[src/ahfd_pkg.sv]
// Shared types, constants and helpers for the ASCII hex frame line decoder.
// No dependencies; used by every module of the block.
`timescale 1ns / 1ps

package ahfd_pkg;

  localparam int FRAME_BYTES_DEF = 36;

  localparam logic [1:0] KIND_BYTE = 2'd0;
  localparam logic [1:0] KIND_END  = 2'd1;
  localparam logic [1:0] KIND_BAD  = 2'd2;

  localparam logic [7:0] CH_COMMA   = 8'h2C;
  localparam logic [7:0] CH_NEWLINE = 8'h0A;
  localparam logic [7:0] CH_0       = 8'h30;
  localparam logic [7:0] CH_9       = 8'h39;
  localparam logic [7:0] CH_LA      = 8'h61;
  localparam logic [7:0] CH_LF      = 8'h66;
  localparam logic [7:0] CH_UA      = 8'h41;
  localparam logic [7:0] CH_UF      = 8'h46;

  typedef struct packed {
    logic [7:0] char_code;
    logic       stream_end;
  } in_t;

  typedef struct packed {
    logic [1:0] kind;
    logic [7:0] byte_value;
    logic       frame_last;
  } out_t;

  typedef struct packed {
    logic       ok;
    logic [3:0] val;
  } hex_t;

  function automatic hex_t hex_decode(input logic [7:0] ch);
    hex_t h;
    h.ok  = 1'b1;
    h.val = 4'd0;
    if (ch >= CH_0 && ch <= CH_9) begin
      h.val = 4'(ch - CH_0);
    end else if (ch >= CH_LA && ch <= CH_LF) begin
      h.val = 4'(ch - (CH_LA - 8'd10));
    end else if (ch >= CH_UA && ch <= CH_UF) begin
      h.val = 4'(ch - (CH_UA - 8'd10));
    end else begin
      h.ok = 1'b0;
    end
    return h;
  endfunction

endpackage

[src/ahfd_in_reg.sv]
// Input register stage: captures one character transfer and holds it for the core.
// Depends on ahfd_pkg.
`timescale 1ns / 1ps

module ahfd_in_reg (
  input  logic          clk,
  input  logic          rst_n,
  input  logic          in_valid,
  output logic          in_stall,
  input  ahfd_pkg::in_t in_data,
  input  logic          take,
  output logic          full,
  output ahfd_pkg::in_t item
);

  logic          full_r, full_nxt;
  ahfd_pkg::in_t data_r;
  logic          load;

  assign in_stall = full_r && !take;
  assign load     = in_valid && !in_stall;
  assign full_nxt = load ? 1'b1 : (take ? 1'b0 : full_r);
  assign full     = full_r;
  assign item     = data_r;

  always_ff @(posedge clk) begin
    if (!rst_n) begin
      full_r <= 1'b0;
    end else begin
      full_r <= full_nxt;
    end
  end

  always_ff @(posedge clk) begin
    if (load) begin
      data_r <= in_data;
    end
  end

endmodule

[src/ahfd_core.sv]
// Line decoder state and result logic for one character per cycle while take is high.
// Depends on ahfd_pkg.
`timescale 1ns / 1ps

module ahfd_core #(
  parameter int FRAME_BYTES = ahfd_pkg::FRAME_BYTES_DEF
) (
  input  logic           clk,
  input  logic           rst_n,
  input  logic           take,
  input  ahfd_pkg::in_t  item,
  output logic           res_valid,
  output ahfd_pkg::out_t res
);

  localparam int CNT_W = $clog2(FRAME_BYTES + 1);

  typedef enum logic [1:0] {
    PH_SKIP  = 2'd0,
    PH_HIGH  = 2'd1,
    PH_LOW   = 2'd2,
    PH_DRAIN = 2'd3
  } phase_t;

  phase_t             phase_r, phase_nxt;
  logic [CNT_W-1:0]   cnt_r, cnt_nxt, cnt_inc;
  logic [3:0]         hi_nib_r, hi_nib_nxt;
  logic               hi_bad_r, hi_bad_nxt;
  ahfd_pkg::hex_t     hex;

  assign hex     = ahfd_pkg::hex_decode(item.char_code);
  assign cnt_inc = cnt_r + CNT_W'(1);

  always_comb begin
    phase_nxt      = phase_r;
    cnt_nxt        = cnt_r;
    hi_nib_nxt     = hi_nib_r;
    hi_bad_nxt     = hi_bad_r;
    res_valid      = 1'b0;
    res.kind       = ahfd_pkg::KIND_BYTE;
    res.byte_value = 8'd0;
    res.frame_last = 1'b0;
    if (item.stream_end) begin
      res_valid  = 1'b1;
      res.kind   = (phase_r == PH_HIGH || phase_r == PH_LOW) ?
                   ahfd_pkg::KIND_BAD : ahfd_pkg::KIND_END;
      phase_nxt  = PH_SKIP;
      cnt_nxt    = '0;
      hi_nib_nxt = 4'd0;
      hi_bad_nxt = 1'b0;
    end else begin
      case (phase_r)
        PH_SKIP: begin
          if (item.char_code == ahfd_pkg::CH_COMMA) begin
            phase_nxt = PH_HIGH;
            cnt_nxt   = '0;
          end
        end
        PH_HIGH: begin
          hi_bad_nxt = !hex.ok;
          hi_nib_nxt = hex.ok ? hex.val : 4'd0;
          phase_nxt  = PH_LOW;
        end
        PH_LOW: begin
          res_valid  = 1'b1;
          hi_nib_nxt = 4'd0;
          hi_bad_nxt = 1'b0;
          if (!hex.ok || hi_bad_r) begin
            res.kind  = ahfd_pkg::KIND_BAD;
            phase_nxt = PH_SKIP;
            cnt_nxt   = '0;
          end else begin
            res.byte_value = {hi_nib_r, hex.val};
            if (cnt_inc == CNT_W'(FRAME_BYTES)) begin
              res.frame_last = 1'b1;
              phase_nxt      = PH_DRAIN;
              cnt_nxt        = '0;
            end else begin
              phase_nxt = PH_HIGH;
              cnt_nxt   = cnt_inc;
            end
          end
        end
        default: begin
          if (item.char_code == ahfd_pkg::CH_NEWLINE) begin
            phase_nxt  = PH_SKIP;
            cnt_nxt    = '0;
            hi_nib_nxt = 4'd0;
            hi_bad_nxt = 1'b0;
          end
        end
      endcase
    end
  end

  always_ff @(posedge clk) begin
    if (!rst_n) begin
      phase_r  <= PH_SKIP;
      cnt_r    <= '0;
      hi_nib_r <= 4'd0;
      hi_bad_r <= 1'b0;
    end else if (take) begin
      phase_r  <= phase_nxt;
      cnt_r    <= cnt_nxt;
      hi_nib_r <= hi_nib_nxt;
      hi_bad_r <= hi_bad_nxt;
    end
  end

`ifndef SYNTHESIS
  a_cnt_range: assert property (@(posedge clk) disable iff (!rst_n)
    cnt_r < CNT_W'(FRAME_BYTES))
    else $error("byte count reached frame length");

  a_last_is_byte: assert property (@(posedge clk) disable iff (!rst_n)
    (res_valid && res.frame_last) |-> (res.kind == ahfd_pkg::KIND_BYTE &&
                                       phase_nxt == PH_DRAIN))
    else $error("frame end flagged without entering drain");

  a_end_to_skip: assert property (@(posedge clk) disable iff (!rst_n)
    (take && item.stream_end) |=> (phase_r == PH_SKIP && cnt_r == '0))
    else $error("state not cleared after end of stream");
`endif

endmodule

[src/ahfd_out_buf.sv]
// Two-entry result buffer that decouples the result stall from the input side.
// Depends on ahfd_pkg.
`timescale 1ns / 1ps

module ahfd_out_buf (
  input  logic           clk,
  input  logic           rst_n,
  input  logic           push,
  input  ahfd_pkg::out_t push_data,
  output logic           ready,
  output logic           out_valid,
  input  logic           out_stall,
  output ahfd_pkg::out_t out_data
);

  logic [1:0]     cnt_r, cnt_nxt;
  ahfd_pkg::out_t e0_r, e1_r;
  logic           pop;

  assign ready     = (cnt_r != 2'd2);
  assign out_valid = (cnt_r != 2'd0);
  assign out_data  = e0_r;
  assign pop       = out_valid && !out_stall;
  assign cnt_nxt   = cnt_r + 2'(push) - 2'(pop);

  always_ff @(posedge clk) begin
    if (!rst_n) begin
      cnt_r <= 2'd0;
    end else begin
      cnt_r <= cnt_nxt;
    end
  end

  always_ff @(posedge clk) begin
    if (pop) begin
      if (cnt_r == 2'd2) begin
        e0_r <= e1_r;
        if (push) begin
          e1_r <= push_data;
        end
      end else if (push) begin
        e0_r <= push_data;
      end
    end else if (push) begin
      if (cnt_r == 2'd0) begin
        e0_r <= push_data;
      end else begin
        e1_r <= push_data;
      end
    end
  end

`ifndef SYNTHESIS
  a_no_overflow: assert property (@(posedge clk) disable iff (!rst_n)
    push |-> (cnt_r != 2'd2))
    else $error("push into full result buffer");

  a_cnt_bound: assert property (@(posedge clk) disable iff (!rst_n)
    cnt_r != 2'd3)
    else $error("result buffer count out of range");
`endif

endmodule

[src/ascii_hex_frame_line_decoder.sv]
// Top level of the ASCII hex frame line decoder.
// Depends on ahfd_pkg, ahfd_in_reg, ahfd_core and ahfd_out_buf.
`timescale 1ns / 1ps

// Takes one character (or end-of-stream marker) per cycle and returns at most
// one result per character: a decoded frame byte, a clean end, or a malformed
// line. Throughput is one item per cycle while out_stall stays low. A result
// passes the input register, then the result buffer, before out_valid rises.
// The two-entry result buffer lets input keep flowing while one result waits.
module ascii_hex_frame_line_decoder #(
  parameter int FRAME_BYTES = ahfd_pkg::FRAME_BYTES_DEF
) (
  input  logic           clk,
  input  logic           rst_n,
  input  logic           in_valid,
  output logic           in_stall,
  input  ahfd_pkg::in_t  in_data,
  output logic           out_valid,
  input  logic           out_stall,
  output ahfd_pkg::out_t out_data
);

  logic           full, take, buf_ready, res_valid;
  ahfd_pkg::in_t  item;
  ahfd_pkg::out_t res;

  assign take = full && buf_ready;

  ahfd_in_reg u_in_reg (
    .clk      (clk),
    .rst_n    (rst_n),
    .in_valid (in_valid),
    .in_stall (in_stall),
    .in_data  (in_data),
    .take     (take),
    .full     (full),
    .item     (item)
  );

  ahfd_core #(
    .FRAME_BYTES (FRAME_BYTES)
  ) u_core (
    .clk       (clk),
    .rst_n     (rst_n),
    .take      (take),
    .item      (item),
    .res_valid (res_valid),
    .res       (res)
  );

  ahfd_out_buf u_out_buf (
    .clk       (clk),
    .rst_n     (rst_n),
    .push      (take && res_valid),
    .push_data (res),
    .ready     (buf_ready),
    .out_valid (out_valid),
    .out_stall (out_stall),
    .out_data  (out_data)
  );

endmodule
[config.mk]
export PLATFORM = sky130hd
export DESIGN_NAME = ascii_hex_frame_line_decoder
export DESIGN_NICKNAME = d
export VERILOG_FILES = /design/src/ahfd_pkg.sv /design/src/ahfd_in_reg.sv /design/src/ahfd_core.sv /design/src/ahfd_out_buf.sv /design/src/ascii_hex_frame_line_decoder.sv
export SDC_FILE = /design/constraint.sdc
export NUM_CORES = 1
export LEC_CHECK = 0
export ABC_CLOCK_PERIOD_IN_PS = 5500
export BUFFER_PORTS_ARGS = -buffer_cell sky130_fd_sc_hd__buf_2
export CAP_MARGIN = 20
export CORE_ASPECT_RATIO = 1.5
export CORE_MARGIN = 4
export CORE_UTILIZATION = 55
export CTS_CLUSTER_SIZE = 24
export DETAILED_ROUTE_END_ITERATION = 10
export PLACE_DENSITY = 0.76
export SYNTH_ARGS = -nofsm -noshare
export SYNTH_HDL_FRONTEND = slang
export SYNTH_SLANG_ARGS = --single-unit
[constraint.sdc]
create_clock -name clk -period 5.5 [get_ports clk]
set_clock_uncertainty 0.05 [all_clocks]
set_input_delay 0.55 -clock clk [delete_from_list [all_inputs] [get_ports clk]]
set_output_delay 0.55 -clock clk [all_outputs]
set_load 0.02 [all_outputs]
### Word level (Yosys, flattened, before mapping)

Cells that the tools add are included.

| storage, ports and cells | value |
|---|---|
| input port bits | 13 |
| word-level logic and storage cells | 112 |
| register bits after elaboration | 47 |

| operators by class | value |
|---|---|
| order comparisons | 6 |
| eq/ne operators | 12 |
| add/sub/neg operators | 6 |
| reductions and logical operators | 29 |
| mux-type cells | 45 |

Operators with widths:

| operator | count |
|---|---|
| $mux W11 | 10 |
| $mux W6 | 5 |
| $mux W4 | 6 |
| $mux W9 | 2 |
| $pmux W6 S3 | 1 |
| $ge A8 B7 Y1 const B | 2 |
| $le A8 B7 Y1 const B | 2 |
| $mux W2 | 8 |
| $pmux W4 S3 | 1 |
| $reduce_and A3 Y1 | 4 |
| $mux W1 | 10 |
| $reduce_bool A2 Y1 | 5 |
| $eq A8 B4 Y1 const B | 1 |
| $eq A8 B6 Y1 const B | 1 |
| $ge A8 B6 Y1 const B | 1 |
| $le A8 B6 Y1 const B | 1 |
| $logic_and A1 B1 Y1 | 8 |
| $ne A2 B2 Y1 const B | 4 |
| $reduce_bool A4 Y1 | 2 |
| $sub A4 B3 Y4 const B | 2 |
| $add A6 B1 Y6 const B | 1 |
| $eq A6 B6 Y1 const B | 1 |
| $pmux W2 S3 | 1 |
| $reduce_bool A5 Y1 | 1 |
| 12 further kinds | 18 |

### Longest topological paths before layout

| depth | value |
|---|---|
| depth in word-level cells | 13 |
| gate-level depth with buffers | 10 |
| mapped depth without buffers | 10 |

### Modules after synthesis

A second synthesis with hierarchy kept.

| unflattened totals | value |
|---|---|
| cells, all modules | 191 |
| area total of the unflattened synthesis | 2,393.5 um^2 |

Modules (own cells, without submodules):

| module | cells each | area an instance (um^2) | seq. area each (um^2) | times used |
|---|---|---|---|---|
| ahfd_core | 126 | 1,076.0 | 260.2 | 1 |
| ahfd_out_buf | 50 | 987.2 | 700.7 | 1 |
| ahfd_in_reg | 13 | 317.8 | 290.3 | 1 |
| ascii_hex_frame_line_decoder | 2 | 12.5 | 0.0 | 1 |

### Least setup slack after synthesis

OpenSTA, ideal clock, no wires.

| timing | value |
|---|---|
| path kind | in2reg |
| start | input out_stall |
| end | register u_out_buf.e0_r (netlist bit u_out_buf.out_data[0]) (enable) |
| data required time | 5.072 ns |
| stages on the path | 4 |
| data arrival time | 1.799 ns |
| slack | 3.272 ns |
| cells stage by stage | nor2_1 -> clkbuf_1 -> a21oi_1 -> nor2_1 |

| on the way | value |
|---|---|
| longest elaborated chain between the ends | 4 |
| elaborated cells on any way between the ends | 5 |
| classes of those cells | 5 x reduce/logical |

RTL lines:

| what | RTL line | RTL |
|---|---|---|
| from (decl) | ascii_hex_frame_line_decoder.sv:19 | `input logic out_stall,` |
| $logic_not A1 Y1 * | ahfd_out_buf.sv:23 | `assign pop = out_valid && !out_stall;` |
| $logic_and A1 B1 Y1 * | ahfd_out_buf.sv:23 |  |
| $reduce_bool A2 Y1 (no line) | n/a |  |
| $reduce_and A3 Y1 (no line) * | n/a |  |
| to (signal assigned) | ahfd_out_buf.sv:37 | `e0_r <= e1_r;` |
| to (signal assigned) | ahfd_out_buf.sv:42 | `e0_r <= push_data;` |
| to (signal assigned) | ahfd_out_buf.sv:46 | `e0_r <= push_data;` |
| to (decl) | ahfd_out_buf.sv:17 | `ahfd_pkg::out_t e0_r, e1_r;` |

Every way passes the cells marked *; elsewhere a longest branch is shown, timed or not.
A chain may end at the register's enable or synchronous reset.

==> results.cfg <==
[status]
status = complete, no violations

[clock_network]
cts_resized = 0
cts_max_level = 2
cts_made_buffers = 5
worstSkewPairLatency_ns = 0.30
cts_tree = built
post-cts-setup-buffers = 0
cts-root-buf = clkbuf_8
cts.path.max_buffers = 2
cts.sinks = 47
cts_hold_buffers = 0
clkSlewWorstSetupHoldPaths_ns = 0.08

[finish]
fin_util = 0.643
fin_nets = 263
layout-drive-gt1-share = 0.185
area_delta_synth_final_pct = 10.7
n_antenna_cell = 0
final_area_sq_mm = 0.00259
nFillCells = 331
fin_cells = 283

[detailed_routing]
post_drt_wl_per_cell_microns = 14.8
postRouteAntennaNets = 0
drtPass1Iterations = 4
dr_total_vias = 1632
wl_met2_microns = 2220
wl_met1_microns = 1730
viasPerCell = 5.77
top_layer = met4
drtIter0Drc = 69
drcViolationCount = 0
wl_met3_microns = 146
drt-total-wl_microns = 4200

[timing]
fin_crit_ns = 2.76
drv_slew = 0
slew_headroom = 0.358
fmaxAchievable_ghz = 0.362
max_slew.worst_pin.slew_ns = 0.959
setup_viol = 0
finalCritPeriodShare = 0.503
worst_slack_ns = 2.74
rsz0062_at_grt = false
holdWs_ns = 0.370
final.setup.tns_ns = 0
final_hold_viol_count = 0

[critical_path]
rrSetupSlack_ns = 2.74
cp-end-kind = register
cp_slowest_cell = a21oi_1
crit_arrival_ns = 2.89
critPathRequiredTime_ns = 5.62
r2r_cells = 7
path_max_fanout = 12
endpoint = u_out_buf.out_data[5]
startpoint = u_in_reg.item[1]
crit_cells = 7
startpoint_type = register
r2r-start = u_in_reg.item[1]
worstPathCellList = inv_1, ha_1, o21bai_1, a2111o_1, a21oi_1, and2_1, mux2_2
reg2reg_to = u_out_buf.out_data[5]
cp_num_buf_inv = 1
critPathTopFamily = compound AO/OA/AOI/OAI gates
cpPeakStageDelay_ns = 0.77
crit_type = register to register

[yosys]
synth_top_area_share = 0.398
yosys-top-cells-area = edfxtp_1 (40%), dfxtp_1 (14%), ha_1 (7.0%)
async_reset_ff_frac = 0
yosys_warnings = 0
syn_area_sq_mm = 0.00234
syn_inst = 211
synth_enable_flop_cells = 31
yosys.area.top_type = edfxtp_1
ys.flop_type = edfxtp_1
syn_nets = 237
synth-seq-cells = 47
yosysUniqueCellTypes = 47
avgSynthCellArea_sq_um = 11.1
ys_seq_area_frac = 0.535

[floorplanning]
rows = 28
dieHeight_microns = 87.9
die_w_microns = 61.3
initial_core_util = 0.581
io_pins = 26
dieArea_sq_mm = 0.00538
coreArea_sq_mm = 0.00403

[power]
vdd_drop_max_v = 0.000243
leakage_nw = 0.963
power-per-cell-area_mw_per_mm2 = 294
power_uw = 761

[job]
maxCapViolations = 0

[hold_path]
hp-class = primary input to register
worstHoldStart = in_data[0]

[global_route]
antenna_found_initial = 0
first_global_vias = 1612
grt_max_degree = 20
overflow = 0
grt_use_total = 0.180
grt_pass1_wl_microns = 7270

[placed_design]
dp_slack_ns = 2.72
placed_cells = 274
routabilityCongestion = 0.835
dpl-instance-area_sq_mm = 0.00249
numPortBuffers = 25
hpwl_microns = 3160
-- sequential cells by signal (all words and copies together), names as in the netlist --
name,count
u_out_buf.e1_r,11
u_out_buf.cnt_r,2
u_out_buf.out_data,11
u_core.hi_nib_r,4
u_core.hi_bad_r,1
u_in_reg.item,9
u_core.cnt_r,6
u_core.phase_r,2
u_in_reg.full,1
-- synthesized netlist by cell type, types with 4 or more instances --
| cell | instances |
|---|---|
| edfxtp_1 | 31 |
| nand2_1 | 18 |
| dfxtp_1 | 16 |
| nor2_1 | 15 |
| ha_1 | 13 |
| inv_1 | 10 |
| a21oi_1 | 7 |
| and2_1 | 7 |
| mux2_2 | 6 |
| nand2b_1 | 6 |
| nor2b_1 | 6 |
| o21ai_0 | 6 |
| o31ai_1 | 6 |
| clkbuf_1 | 5 |
| nand3_1 | 5 |
| nand4_1 | 5 |
| o2bb2ai_1 | 4 |
| or3_1 | 4 |
-- cells by family (layout without fill, tap and decap cells) --
logic type | Yosys count | in the layout | synth area share
compound gates | 46 | 46 | 0.146
mux | 6 | 6 | 0.0289
simple gates | 77 | 77 | 0.175
xor+xnor | 4 | 4 | 0.0150
buf+inv | 18 | 45 | 0.0310
fa+ha+maj | 13 | 13 | 0.0695
flops | 47 | 47 | 0.535
-- cells in the final DEF, fill, tap and decap left out, drive strengths merged, types with 3 or more instances in the layout --
| master | netlist | layout |
|---|---|---|
| nor2 | 15 | 15 |
| o21a | 3 | 3 |
| clkbuf | 5 | 5 |
| mux2 | 6 | 6 |
| and2 | 7 | 7 |
| nand3 | 5 | 5 |
| or3 | 4 | 4 |
| nand2 | 18 | 18 |
| xnor2 | 3 | 3 |
| nand2b | 6 | 6 |
| ha | 13 | 13 |
| o2bb2ai | 4 | 4 |
| buf | 3 | 27 |
| a21boi | 3 | 3 |
| edfxtp | 31 | 31 |
| nor2b | 6 | 6 |
| inv | 10 | 10 |
| o21ai | 6 | 6 |
| nor3b | 3 | 3 |
| o31ai | 6 | 6 |
| nand4 | 5 | 5 |
| a21oi | 7 | 7 |
| dfxtp | 16 | 16 |
-- metal layers --
metal  track usage  up-vias
li1              -      828
met1         0.214      760
met2         0.301       34
met3        0.0413       10
met4        0.0809        0
met5             0        -
-- worst min-delay path by stage --
| stage | endpoint | slack (ns) | cells past startpoint |
|---|---|---|---|
| after global routing | u_in_reg.item[5] | 0.36 | 1 |
| after floorplan | u_core.hi_nib_r[0] | 0.37 | 1 |
| after CTS | u_in_reg.item[0] | 0.36 | 1 |
| final | u_in_reg.item[0] | 0.37 | 1 |
| after global placement | u_core.hi_nib_r[2] | 0.39 | 1 |
| after detailed placement | u_core.hi_nib_r[2] | 0.40 | 1 |
-- power by group --
group,leakage (nW),internal [mW],switching (mW)
clock network,0.0402,0.0884,0.114
registers,0.431,0.401,0.0147
logic,0.493,0.0576,0.0846
total,0.963,0.547,0.214
-- cell type report --
type / instances / area, sq um / area share
Timing Repair Buffer: 27 / 140 / 0.0541
Sequential cell: 47 / 1250 / 0.483
Tap cell: 45 / 56.3 / 0.0217
Inverter: 10 / 37.5 / 0.0145
Clock inverter: 3 / 20.0 / 0.00773
Multi-Input combinational cell: 146 / 1020 / 0.392
Clock buffer: 5 / 68.8 / 0.0266
No activity file was read; power rests on OpenSTA's default activity.
